==> src/cdoy_pkg.sv <==
`timescale 1ns / 1ps
// ----------------------------------------------------------------------------
// cdoy_pkg: shared types and calendar tables
// Transaction types for the day-of-year converter and the Gregorian
// month tables used by its pipeline stages.
// ----------------------------------------------------------------------------
package cdoy_pkg;

  localparam int unsigned YearW  = 14;
  localparam int unsigned MonthW = 4;
  localparam int unsigned DayW   = 5;
  localparam int unsigned OrdW   = 9;
  // Quotient of year / 100 fits in eight bits for a 14-bit year.
  localparam int unsigned QuotW  = 8;

  // Conversion direction codes.
  localparam logic FUNC_TO_ORDINAL   = 1'b0;
  localparam logic FUNC_FROM_ORDINAL = 1'b1;

  localparam logic [MonthW-1:0] MONTH_JAN = 4'd1;
  localparam logic [MonthW-1:0] MONTH_FEB = 4'd2;
  localparam logic [MonthW-1:0] MONTH_DEC = 4'd12;

  localparam logic [OrdW-1:0] DAYS_COMMON = 9'd365;
  localparam logic [OrdW-1:0] DAYS_LEAP   = 9'd366;

  typedef struct packed {
    logic              func;
    logic [YearW-1:0]  year;
    logic [MonthW-1:0] month;
    logic [DayW-1:0]   day;
    logic [OrdW-1:0]   yearday;
  } in_t;

  typedef struct packed {
    logic              failed;
    logic [OrdW-1:0]   ordinal_day;
    logic [MonthW-1:0] result_month;
    logic [DayW-1:0]   result_day;
  } out_t;

  // Handoff from the leap-year stages to the conversion stages.
  typedef struct packed {
    logic valid;
    in_t  data;
    logic leap;
  } leap_stage_t;

  // Length of a month; zero for codes that are not a month.
  function automatic logic [DayW-1:0] month_len(input logic [MonthW-1:0] m,
                                                 input logic leap);
    logic [DayW-1:0] n;
    unique case (m)
      4'd1, 4'd3, 4'd5, 4'd7, 4'd8, 4'd10, 4'd12: n = 5'd31;
      4'd4, 4'd6, 4'd9, 4'd11:                    n = 5'd30;
      4'd2:                                       n = leap ? 5'd29 : 5'd28;
      default:                                    n = '0;
    endcase
    return n;
  endfunction

  // Number of days in the year before the first of month m.
  function automatic logic [OrdW-1:0] days_before(input logic [MonthW-1:0] m,
                                                   input logic leap);
    logic [OrdW-1:0] n;
    unique case (m)
      4'd1:    n = 9'd0;
      4'd2:    n = 9'd31;
      4'd3:    n = 9'd59;
      4'd4:    n = 9'd90;
      4'd5:    n = 9'd120;
      4'd6:    n = 9'd151;
      4'd7:    n = 9'd181;
      4'd8:    n = 9'd212;
      4'd9:    n = 9'd243;
      4'd10:   n = 9'd273;
      4'd11:   n = 9'd304;
      4'd12:   n = 9'd334;
      default: n = 9'd0;
    endcase
    if (leap && (m > MONTH_FEB) && (m <= MONTH_DEC)) begin
      n = n + 9'd1;
    end
    return n;
  endfunction

endpackage

==> src/cdoy_leap.sv <==
`timescale 1ns / 1ps
// ----------------------------------------------------------------------------
// cdoy_leap: two-stage leap-year decision
// Divides the year by 100 with a reciprocal multiply in the first stage and
// forms the Gregorian leap decision from the remainder in the second.
// ----------------------------------------------------------------------------
module cdoy_leap (
  input  logic                 clk,
  input  logic                 rst_n,
  input  logic                 in_valid,
  input  cdoy_pkg::in_t        in_data,
  output cdoy_pkg::leap_stage_t stage_out
);

  // 2^19 / 100 rounded up; exact for every 14-bit year.
  localparam logic [12:0] RECIP_100 = 13'd5243;
  localparam int unsigned RECIP_SH  = 19;
  localparam int unsigned ProdW     = cdoy_pkg::YearW + 13;

  logic                          v1_r;
  cdoy_pkg::in_t                 d1_r;
  logic [cdoy_pkg::QuotW-1:0]    q1_r;
  logic [ProdW-1:0]              prod;

  logic                          v2_r;
  cdoy_pkg::in_t                 d2_r;
  logic                          leap2_r;

  logic [cdoy_pkg::YearW:0]      q_times_100;
  logic                          rem_zero;
  logic                          leap_nxt;

  assign prod = ProdW'(in_data.year) * ProdW'(RECIP_100);

  always_ff @(posedge clk) begin
    if (!rst_n) begin
      v1_r <= 1'b0;
      v2_r <= 1'b0;
    end else begin
      v1_r <= in_valid;
      v2_r <= v1_r;
    end
  end

  always_ff @(posedge clk) begin
    d1_r    <= in_data;
    q1_r    <= prod[RECIP_SH +: cdoy_pkg::QuotW];
    d2_r    <= d1_r;
    leap2_r <= leap_nxt;
  end

  // q * 100 = q * 64 + q * 32 + q * 4
  always_comb begin
    q_times_100 = ({7'd0, q1_r} << 6) + ({7'd0, q1_r} << 5) + ({7'd0, q1_r} << 2);
    rem_zero    = (q_times_100 == {1'b0, d1_r.year});
    leap_nxt    = ((d1_r.year[1:0] == 2'b00) && !rem_zero) ||
                  (rem_zero && (q1_r[1:0] == 2'b00));
  end

  assign stage_out.valid = v2_r;
  assign stage_out.data  = d2_r;
  assign stage_out.leap  = leap2_r;

endmodule

==> src/cdoy_conv.sv <==
`timescale 1ns / 1ps
// ----------------------------------------------------------------------------
// cdoy_conv: two-stage date conversion
// Checks the range and finds the month base offset in the first stage, then
// forms the ordinal day or the day of month in the output register.
// ----------------------------------------------------------------------------
module cdoy_conv (
  input  logic                  clk,
  input  logic                  rst_n,
  input  cdoy_pkg::leap_stage_t stage_in,
  output logic                  out_valid,
  output cdoy_pkg::out_t        out_data
);

  localparam int unsigned MonthW = cdoy_pkg::MonthW;
  localparam int unsigned OrdW   = cdoy_pkg::OrdW;
  localparam int unsigned DayW   = cdoy_pkg::DayW;

  logic                 v3_r;
  logic                 func3_r;
  logic                 fail3_r;
  logic [OrdW-1:0]      base3_r;
  logic [OrdW-1:0]      val3_r;
  logic [MonthW-1:0]    month3_r;

  logic                 fail_nxt;
  logic [OrdW-1:0]      base_nxt;
  logic [OrdW-1:0]      val_nxt;
  logic [MonthW-1:0]    month_nxt;
  logic [MonthW-1:0]    found;
  logic [OrdW-1:0]      limit;
  logic [DayW-1:0]      mlen;

  logic                 out_valid_r;
  cdoy_pkg::out_t       out_r;
  cdoy_pkg::out_t       out_nxt;
  logic [OrdW-1:0]      sum;
  logic [OrdW-1:0]      diff;

  always_comb begin
    mlen  = cdoy_pkg::month_len(stage_in.data.month, stage_in.leap);
    limit = stage_in.leap ? cdoy_pkg::DAYS_LEAP : cdoy_pkg::DAYS_COMMON;
    // First month whose last day is at or past the ordinal; December otherwise.
    found = cdoy_pkg::MONTH_DEC;
    for (int m = 11; m >= 1; m--) begin
      if (stage_in.data.yearday <=
          cdoy_pkg::days_before(MonthW'(m + 1), stage_in.leap)) begin
        found = MonthW'(m);
      end
    end
    if (stage_in.data.func == cdoy_pkg::FUNC_TO_ORDINAL) begin
      fail_nxt  = (stage_in.data.month < cdoy_pkg::MONTH_JAN) ||
                  (stage_in.data.month > cdoy_pkg::MONTH_DEC) ||
                  (stage_in.data.day == '0) || (stage_in.data.day > mlen);
      base_nxt  = cdoy_pkg::days_before(stage_in.data.month, stage_in.leap);
      val_nxt   = OrdW'(stage_in.data.day);
      month_nxt = '0;
    end else begin
      fail_nxt  = (stage_in.data.year == '0) || (stage_in.data.yearday == '0) ||
                  (stage_in.data.yearday > limit);
      base_nxt  = cdoy_pkg::days_before(found, stage_in.leap);
      val_nxt   = stage_in.data.yearday;
      month_nxt = found;
    end
  end

  always_ff @(posedge clk) begin
    if (!rst_n) begin
      v3_r        <= 1'b0;
      out_valid_r <= 1'b0;
    end else begin
      v3_r        <= stage_in.valid;
      out_valid_r <= v3_r;
    end
  end

  always_ff @(posedge clk) begin
    func3_r  <= stage_in.data.func;
    fail3_r  <= fail_nxt;
    base3_r  <= base_nxt;
    val3_r   <= val_nxt;
    month3_r <= month_nxt;
    out_r    <= out_nxt;
  end

  always_comb begin
    sum  = base3_r + val3_r;
    diff = val3_r - base3_r;
    out_nxt = '0;
    if (fail3_r) begin
      out_nxt.failed = 1'b1;
    end else if (func3_r == cdoy_pkg::FUNC_TO_ORDINAL) begin
      out_nxt.ordinal_day = sum;
    end else begin
      out_nxt.result_month = month3_r;
      out_nxt.result_day   = diff[DayW-1:0];
    end
  end

  assign out_valid = out_valid_r;
  assign out_data  = out_r;

endmodule

==> src/calendar_day_of_year_converter_core.sv <==
`timescale 1ns / 1ps
// ----------------------------------------------------------------------------
// calendar_day_of_year_converter_core: Gregorian day-of-year converter
// Converts year/month/day to the ordinal day of the year, or year/ordinal
// back to month and day, with the 4/100/400 leap-year rule.
// ----------------------------------------------------------------------------
// A transaction is taken on every clock edge where start is high and busy is
// low. busy is high while reset is applied and for the first cycle after it,
// and low in every cycle from then on, so one transaction may be issued per
// cycle. Each result appears on out_data for exactly one cycle, marked by
// out_valid, once its transaction has passed through the four register
// stages: the divide-by-100 reciprocal multiply, the leap decision, the
// range check with month lookup, and the final add or subtract. Results
// come in issue order. The receiver cannot stall the block; it must capture
// every result in the cycle it is presented.
// ----------------------------------------------------------------------------
module calendar_day_of_year_converter_core (
  input  logic           clk,
  input  logic           rst_n,
  input  logic           start,
  output logic           busy,
  input  cdoy_pkg::in_t  in_data,
  output logic           out_valid,
  output cdoy_pkg::out_t out_data
);

  // Busy only while reset is applied and the cycle right after it.
  logic                  busy_r;
  logic                  accept;
  cdoy_pkg::leap_stage_t leap_stage;

  always_ff @(posedge clk) begin
    if (!rst_n) begin
      busy_r <= 1'b1;
    end else begin
      busy_r <= 1'b0;
    end
  end

  assign busy   = busy_r;
  assign accept = start && !busy_r;

  // Stages one and two: year divided by 100 and the leap decision.
  cdoy_leap u_leap (
    .clk       (clk),
    .rst_n     (rst_n),
    .in_valid  (accept),
    .in_data   (in_data),
    .stage_out (leap_stage)
  );

  // Stages three and four: validation, month lookup and the final result.
  cdoy_conv u_conv (
    .clk       (clk),
    .rst_n     (rst_n),
    .stage_in  (leap_stage),
    .out_valid (out_valid),
    .out_data  (out_data)
  );

endmodule

==> config.mk <==
export PLATFORM = sky130hd
export DESIGN_NAME = calendar_day_of_year_converter_core
export DESIGN_NICKNAME = d
export VERILOG_FILES = /design/src/cdoy_pkg.sv /design/src/cdoy_leap.sv /design/src/cdoy_conv.sv /design/src/calendar_day_of_year_converter_core.sv
export SDC_FILE = /design/constraint.sdc
export NUM_CORES = 1
export LEC_CHECK = 0
export BUFFER_PORTS_ARGS = -buffer_cell sky130_fd_sc_hd__clkbuf_2
export CAP_MARGIN = 20
export CORE_AREA = 2 2 145 133
export CTS_CLUSTER_DIAMETER = 40
export DETAILED_ROUTE_END_ITERATION = 10
export DIE_AREA = 0 0 147 135
export PLACE_DENSITY = 0.77
export SLEW_MARGIN = 25
export SYNTH_ARGS = -nofsm -noshare
export SYNTH_HDL_FRONTEND = slang
export SYNTH_SLANG_ARGS = --single-unit
export TNS_END_PERCENT = 10
==> constraint.sdc <==
create_clock -name clk -period 4.5 [get_ports clk]
set_clock_uncertainty 0.15 [all_clocks]
set_input_delay 0.225 -clock clk [delete_from_list [all_inputs] [get_ports clk]]
set_output_delay 0.225 -clock clk [all_outputs]
set_load 0.03 [all_outputs]
Word-level counts from Yosys, hierarchy flattened
Memories as Yosys holds them, arrays and structs flattened. A register that Yosys moved wholly into a read port is not among the register bits.
Cells that the tools add are included.
- register bits: 123
- memory bits (read-only): 288
- bits of input ports: 36
- logic and storage cells: 126
- memories kept: 2
- add/sub/neg operators: 6
- multiply operators: 1
- order comparisons: 19
- eq/ne operators: 13
- multiplexer cells: 33
- bitwise gates (word level): 1
- reductions and logical operators: 24
- memories (memory ; words ; bits a word ; rd ports ; clocked after Yosys merged registers in ; write ports ; RTL line ; RTL):
    (name not given) ; 16 ; 9 ; 1 ; 1 ; 0 ; cdoy_pkg.sv:66 ; unique case (m)
    (name not given) ; 16 ; 9 ; 1 ; 0 ; 0 ; cdoy_pkg.sv:66 ;
- operators with widths (kind ; number):
    two-way mux 9 bit ; 5
    two-way mux 4 bit ; 11
    less-or-equal comparator 9 x 8 -> 1 bit ; 4
    less-or-equal comparator 9 bit ; 3
    multiplier 14 x 13 -> 27 bit, second input constant ; 1
    == test 4 bit, second input constant ; 5
    adder 9 x 1 -> 9 bit, second input constant ; 2
    less-or-equal comparator 9 x 7 -> 1 bit ; 2
    == test 4 x 3 -> 1 bit, second input constant ; 4
    adder 14 x 13 -> 15 bit ; 1
    adder 15 x 10 -> 15 bit ; 1
    == test 15 x 14 -> 1 bit ; 1
    one-hot mux 5 bit (3 select lines) ; 1
    zero test 14 bit ; 1
    adder 9 bit ; 1
    > comparator 9 bit ; 1
    less-or-equal comparator 9 x 5 -> 1 bit, second input constant ; 1
    less-or-equal comparator 9 x 6 -> 1 bit ; 1
    zero test 9 bit ; 1
    two-way mux 1 bit ; 9
    two-way mux 3 bit ; 3
    == test 4 x 2 -> 1 bit, second input constant ; 2
    > comparator 4 x 2 -> 1 bit, second input constant ; 2
    less-or-equal comparator 4 bit, second input constant ; 2
    other kinds (16) ; 32

Depth between registers and ports, before layout
- word-level depth: 18
- depth in mapped cells: 20

By module
A second synthesis with hierarchy kept.
- cell total of the unflattened synthesis: 896
- area total of the unflattened synthesis: 8841.0 µm²
- modules (own cells, without submodules) (module ; times used ; cells an instance ; area an instance (µm²)):
    cdoy_leap ; 1 ; 490 ; 5511.5
    cdoy_conv ; 1 ; 403 ; 3291.9
    calendar_day_of_year_converter_core ; 1 ; 3 ; 37.5

Worst setup path before layout
OpenSTA, ideal clock, no wires.
- path kind: input port to flip-flop
- from: input in_data[26] (netlist name)
- to: register u_leap.q1_r[7] (netlist name)
- setup time: 0.072 ns
- arrival: 4.193 ns
- path slack: 0.085 ns
- cell stages on the path: 18
- cells stage by stage: ha_1 -> inv_1 -> fa_1 -> inv_1 -> fa_1 -> inv_1 -> fa_1 -> fa_1 -> inv_1 -> ha_1 -> nor4_1 -> nand2_1 -> a21oi_1 -> a2111o_1 -> a31oi_1 -> and4_1 -> o41ai_1 -> xnor2_1
- word-level cells in the longest chain between the ends: 1
- RTL lines (item ; RTL line ; RTL):
    start, declared ; calendar_day_of_year_converter_core.sv:22 ; input cdoy_pkg::in_t in_data,
    multiplier 14 x 13 -> 27 bit ; cdoy_leap.sv:33 ; assign prod = ProdW'(in_data.year) * ProdW'(RECIP_100);
    named net u_leap.prod[26] ; cdoy_leap.sv:23 ; logic [ProdW-1:0] prod;
    end signal, assigned ; cdoy_leap.sv:47 ; q1_r <= prod[RECIP_SH +: cdoy_pkg::QuotW];
    end, declared ; cdoy_leap.sv:22 ; logic [cdoy_pkg::QuotW-1:0] q1_r;
The timed path passes the listed nets, and every way through them passes these cells.
A chain may end at the register's enable or synchronous reset.

Final worst setup path
- from: input in_data[24] (netlist name)
- to: register u_leap.q1_r[2] (netlist name)
Same word-level chain as after synthesis.

==> key figures <==
Timing
  • Setup_tns: 0 ns
  • Final period util: 96.7%
  • Pins Over Slew Limit: 0
  • Final setup fails: 0
  • Crit path time final: 4.35 ns
  • Achievable frequency: 0.230 GHz
  • Final Hold Viols: 0
  • Max_slew headroom: 45.1%
  • Worst-Margin Slew: 0.822 ns

Finish
  • Non-filler cells, final: 1284
  • Fin nets: 1283
  • Diode count: 0
  • Synth-to-Final Area Change: 21.5%
  • Fillers: 1507
  • Fraction of layout cells with a size suffix above 1: 17.6%

Logic synthesis
  • YS warnings: 0
  • Simple-Gate Fraction of Synth Area: 9.73%
  • Mapped cell area: 9000 µm²
  • Synth Area in Adders: 36.5%
  • Netlist cell types: 76
  • Mux cell area share after synthesis: 1.46%
  • Synth Register Bits: 132
  • Post-Synth XOR/XNOR Area: 4.77%
  • Synth Flop Type: dfxtp_1
  • Mapped Nets: 1134
  • Post-Syn Instances: 877
  • Synth Area in Compound Gates: 10.8%
  • Post-synthesis average cell area: 10.3 µm²
  • Seq/Total Area, Yosys: 29.3%
  • Largest family of logic cells by synthesized area: adder cells
  • FFs w/ async S/R, synth: 0%
  • Post-synth EDFFs: 0

Power
  • Int Power: 3.62 mW
  • Switching pwr: 2.18 mW
  • Register share of total power: 24.3%
  • Logic pwr share: 50.8%
  • Pwr/cell area: 531 nW/µm²
  • Power share of the clock group: 24.9%
  • Leakage power: 5.45 nW
  • Peak supply drop: 350 µV
  • Sw Ratio: 37.6%

Worst setup path
  • CP Max Fanout: 5
  • CP delay by family, top: adder cells
  • Critical Path Slowest Stage Cell: fa_1
  • Buf/Inv on CP: 7
  • Endpoint class of the critical path: flip-flop
  • Crit-path cells: clkbuf_2, buf_4, ha_1, inv_1, fa_1, fa_1, inv_1, ha_1, inv_1, fa_1, inv_1, ha_1, nor4_2, nand2_1, a21oi_1, a2111o_1, a31oi_4, buf_4, a21o_1, a21oi_2, xnor2_1
  • CP arrival: 4.55 ns
  • Crit path top cell by count: inv_1
  • Startpoint Class: input pin
  • Critical Path RT: 4.70 ns
  • Crit-path max cell delay: 0.53 ns
  • CP Class: input pin to flip-flop

Global route
  • Vias in the first global route: 6676
  • Largest net degree at the start of global routing: 25
  • First-pass GRT wire length: 31200 µm
  • Remaining Overflow, GRT: 0
  • Antenna violations before repair: 0
  • Tot GR Track Use: 19.8%

Die
  • Die Span Y: 135 µm
  • Num ports: 57
  • # rows: 47
  • Die area: 19800 µm²
  • Die W: 147 µm
  • Starting Density: 49.4%
  • Core box area: 18200 µm²

Drt
  • Initial DRC Count: 360
  • Routed Antenna Nets: 0
  • WL final: 18800 µm
  • Residual DRC: 0
  • Router iterations before antenna repair: 4
  • Avg WL per Cell: 14.7 µm
  • Drt via density: 5.02
  • Vias: 6449

Placement
  • Hpwl dp: 14600 µm
  • GPL Wtd Cong: 0.879
  • # port buffers: 56
  • Placed cells: 1225

CTS
  • Clock Sink Count: 132
  • TritonCTS buffer count: 17
  • Root Buffer: clkbuf_16
  • CTS tree: built
  • Worst-path clk slew: 0.06 ns
  • Clk_lat worst skew: 0.42 ns
  • Postcts setup bufs: 0
  • Max clock buf depth: 2
  • Number of H-tree levels: 4

Min path
  • Hold crit path type: input pin to flip-flop

Run
  • MaxCap Viol Count: 0

Status
  • Status: finished, final reports clean
[registers in the layout (all words and copies together) (netlist names), 4 cells and up, named ones only]
signal,flops
u_leap.d1_r,33
u_leap.stage_out,33
u_conv.out_data,19
u_conv.base3_r,9
u_conv.val3_r,9
u_leap.q1_r,8
u_conv.month3_r,4
[per-stage QoR]
stage | power, mW | utilization, % | instance area (µm²) | hold slack, ns | setup WS (ns)
floorplan | 3.47 | - | 9000 | 0.103 | 0.0846
global placement | 4.11 | 54.8 | 9990 | 0.161 | -0.226
detailed placement | 4.23 | 54.8 | 9990 | 0.162 | -0.371
CTS | 5.73 | 59.7 | 10900 | 0.00589 | 0.0646
global route | 6.29 | 60.0 | 10900 | 0.0293 | -0.0422
finish | 5.81 | 60.0 | 10900 | 0.0230 | 0.150
[final cells by class]
type / count / area (µm²) / share of cell area, %
clock buffers: 18 / 439 / 4.02
clock inverters: 14 / 188 / 1.72
inverters: 154 / 578 / 5.28
multi-input cells: 574 / 5750 / 52.6
flip-flops and latches: 132 / 2640 / 24.2
well taps: 245 / 307 / 2.80
repair buffers: 147 / 1030 / 9.43
[synth_stat cells (5+ instances only)]
master,count,share of area (%)
nand2b_1,6,0.42
and2_1,15,1.0
xnor2_1,33,3.2
nand4_1,10,0.69
nor2b_1,8,0.56
buf_2,5,0.28
fa_1,70,16
inv_1,154,6.4
o21a_1,10,0.83
dfxtp_1,132,29
mux2_2,7,0.88
nand3_1,5,0.28
xor2_1,16,1.6
nor4_1,9,0.63
nor2_1,38,1.6
nand2_1,25,1.0
a31oi_1,10,0.69
a21oi_1,28,1.6
a21o_1,17,1.4
nor3_1,13,0.72
o21bai_1,6,0.50
ha_1,151,21
clkbuf_1,9,0.38
a211oi_1,5,0.42
o21ai_0,17,0.94
and3_1,7,0.49
[final timing paths]
path                                     startpoint             endpoint  slack (ns)  cells after the start
worst max-delay path                    in_data[24]       u_leap.q1_r[2]        0.15                     21
worst max register to register  u_leap.stage_out[1]    u_conv.base3_r[4]        0.40                     19
worst min register to register       u_leap.d1_r[7]  u_leap.stage_out[8]        0.17                      0
worst min-delay path                    in_data[23]      u_leap.d1_r[23]        0.02                      2
[worst reg2reg max path: cells and delay by family, from the launching register on]
| family | cells | cell delay (ns) |
|---|---|---|
| flops | 1 | 0.38 |
| simple gates | 4 | 0.90 |
| buf+inv | 3 | 0.25 |
| fa+ha+maj | 3 | 0.76 |
| xor+xnor | 1 | 0.18 |
| compound gates | 8 | 1.33 |
[power by group through the flow]
stage	Sequential, mW	Clock [mW]	Combinational (mW)
after global placement	1.43	0	2.68
after global routing	1.43	1.51	3.35
after floorplan	1.44	0	2.03
after CTS	1.41	1.47	2.86
after detailed placement	1.44	0	2.79
final	1.41	1.45	2.95
[cells by family (layout without fill, tap and decap cells)]
family / Yosys count / count (layout)
adders and majority gates: 221 / 221
buffers and inverters: 171 / 333
and+or+nand+nor: 158 / 158
AOI/OAI and AO/OA: 135 / 135
DFF: 132 / 132
xor gates and xnor gates: 49 / 49
muxes: 11 / 11
[cells in the final DEF (no fill, tap or decap), types with 3 or more instances in the layout]
cell	count
mux2i_1	3
nand2b_1	6
a21o_1	17
clkbuf_2	55
and3_1	7
nor2_1	38
a21oi_1	27
o21ai_0	16
o31ai_1	3
inv_6	5
o21a_1	10
nor3_1	13
a21oi_2	3
nor4_1	8
and2_1	15
o21bai_1	6
nand4_1	10
inv_1	154
clkbuf_16	17
a31oi_1	9
xnor2_1	33
nor2b_1	8
or4_1	3
nand2_1	25
bufinv_16	3
mux2_2	7
buf_4	64
a211oi_1	5
ha_1	150
xor2_1	16
fa_1	70
dlygate4sd3_1	27
clkinv_4	3
nand3_1	5
dfxtp_1	132
[layer usage]
layer  track usage [%]  share of wire, %  up-vias
met2              36.2                50      109
met4              6.36               2.2        0
met5                 0                 0        -
li1                  -                 -     3241
met3              3.78               2.7       28
met1              23.7                45     3071
[timing repair]
item                                    4_1_cts  5_1_grt
resized for setup                             0        9
hold buffers                                 27        0
endpoints found under the setup margin        0        4
hold endpoints to repair                     30        0
No activity file was read; power rests on OpenSTA's default activity.
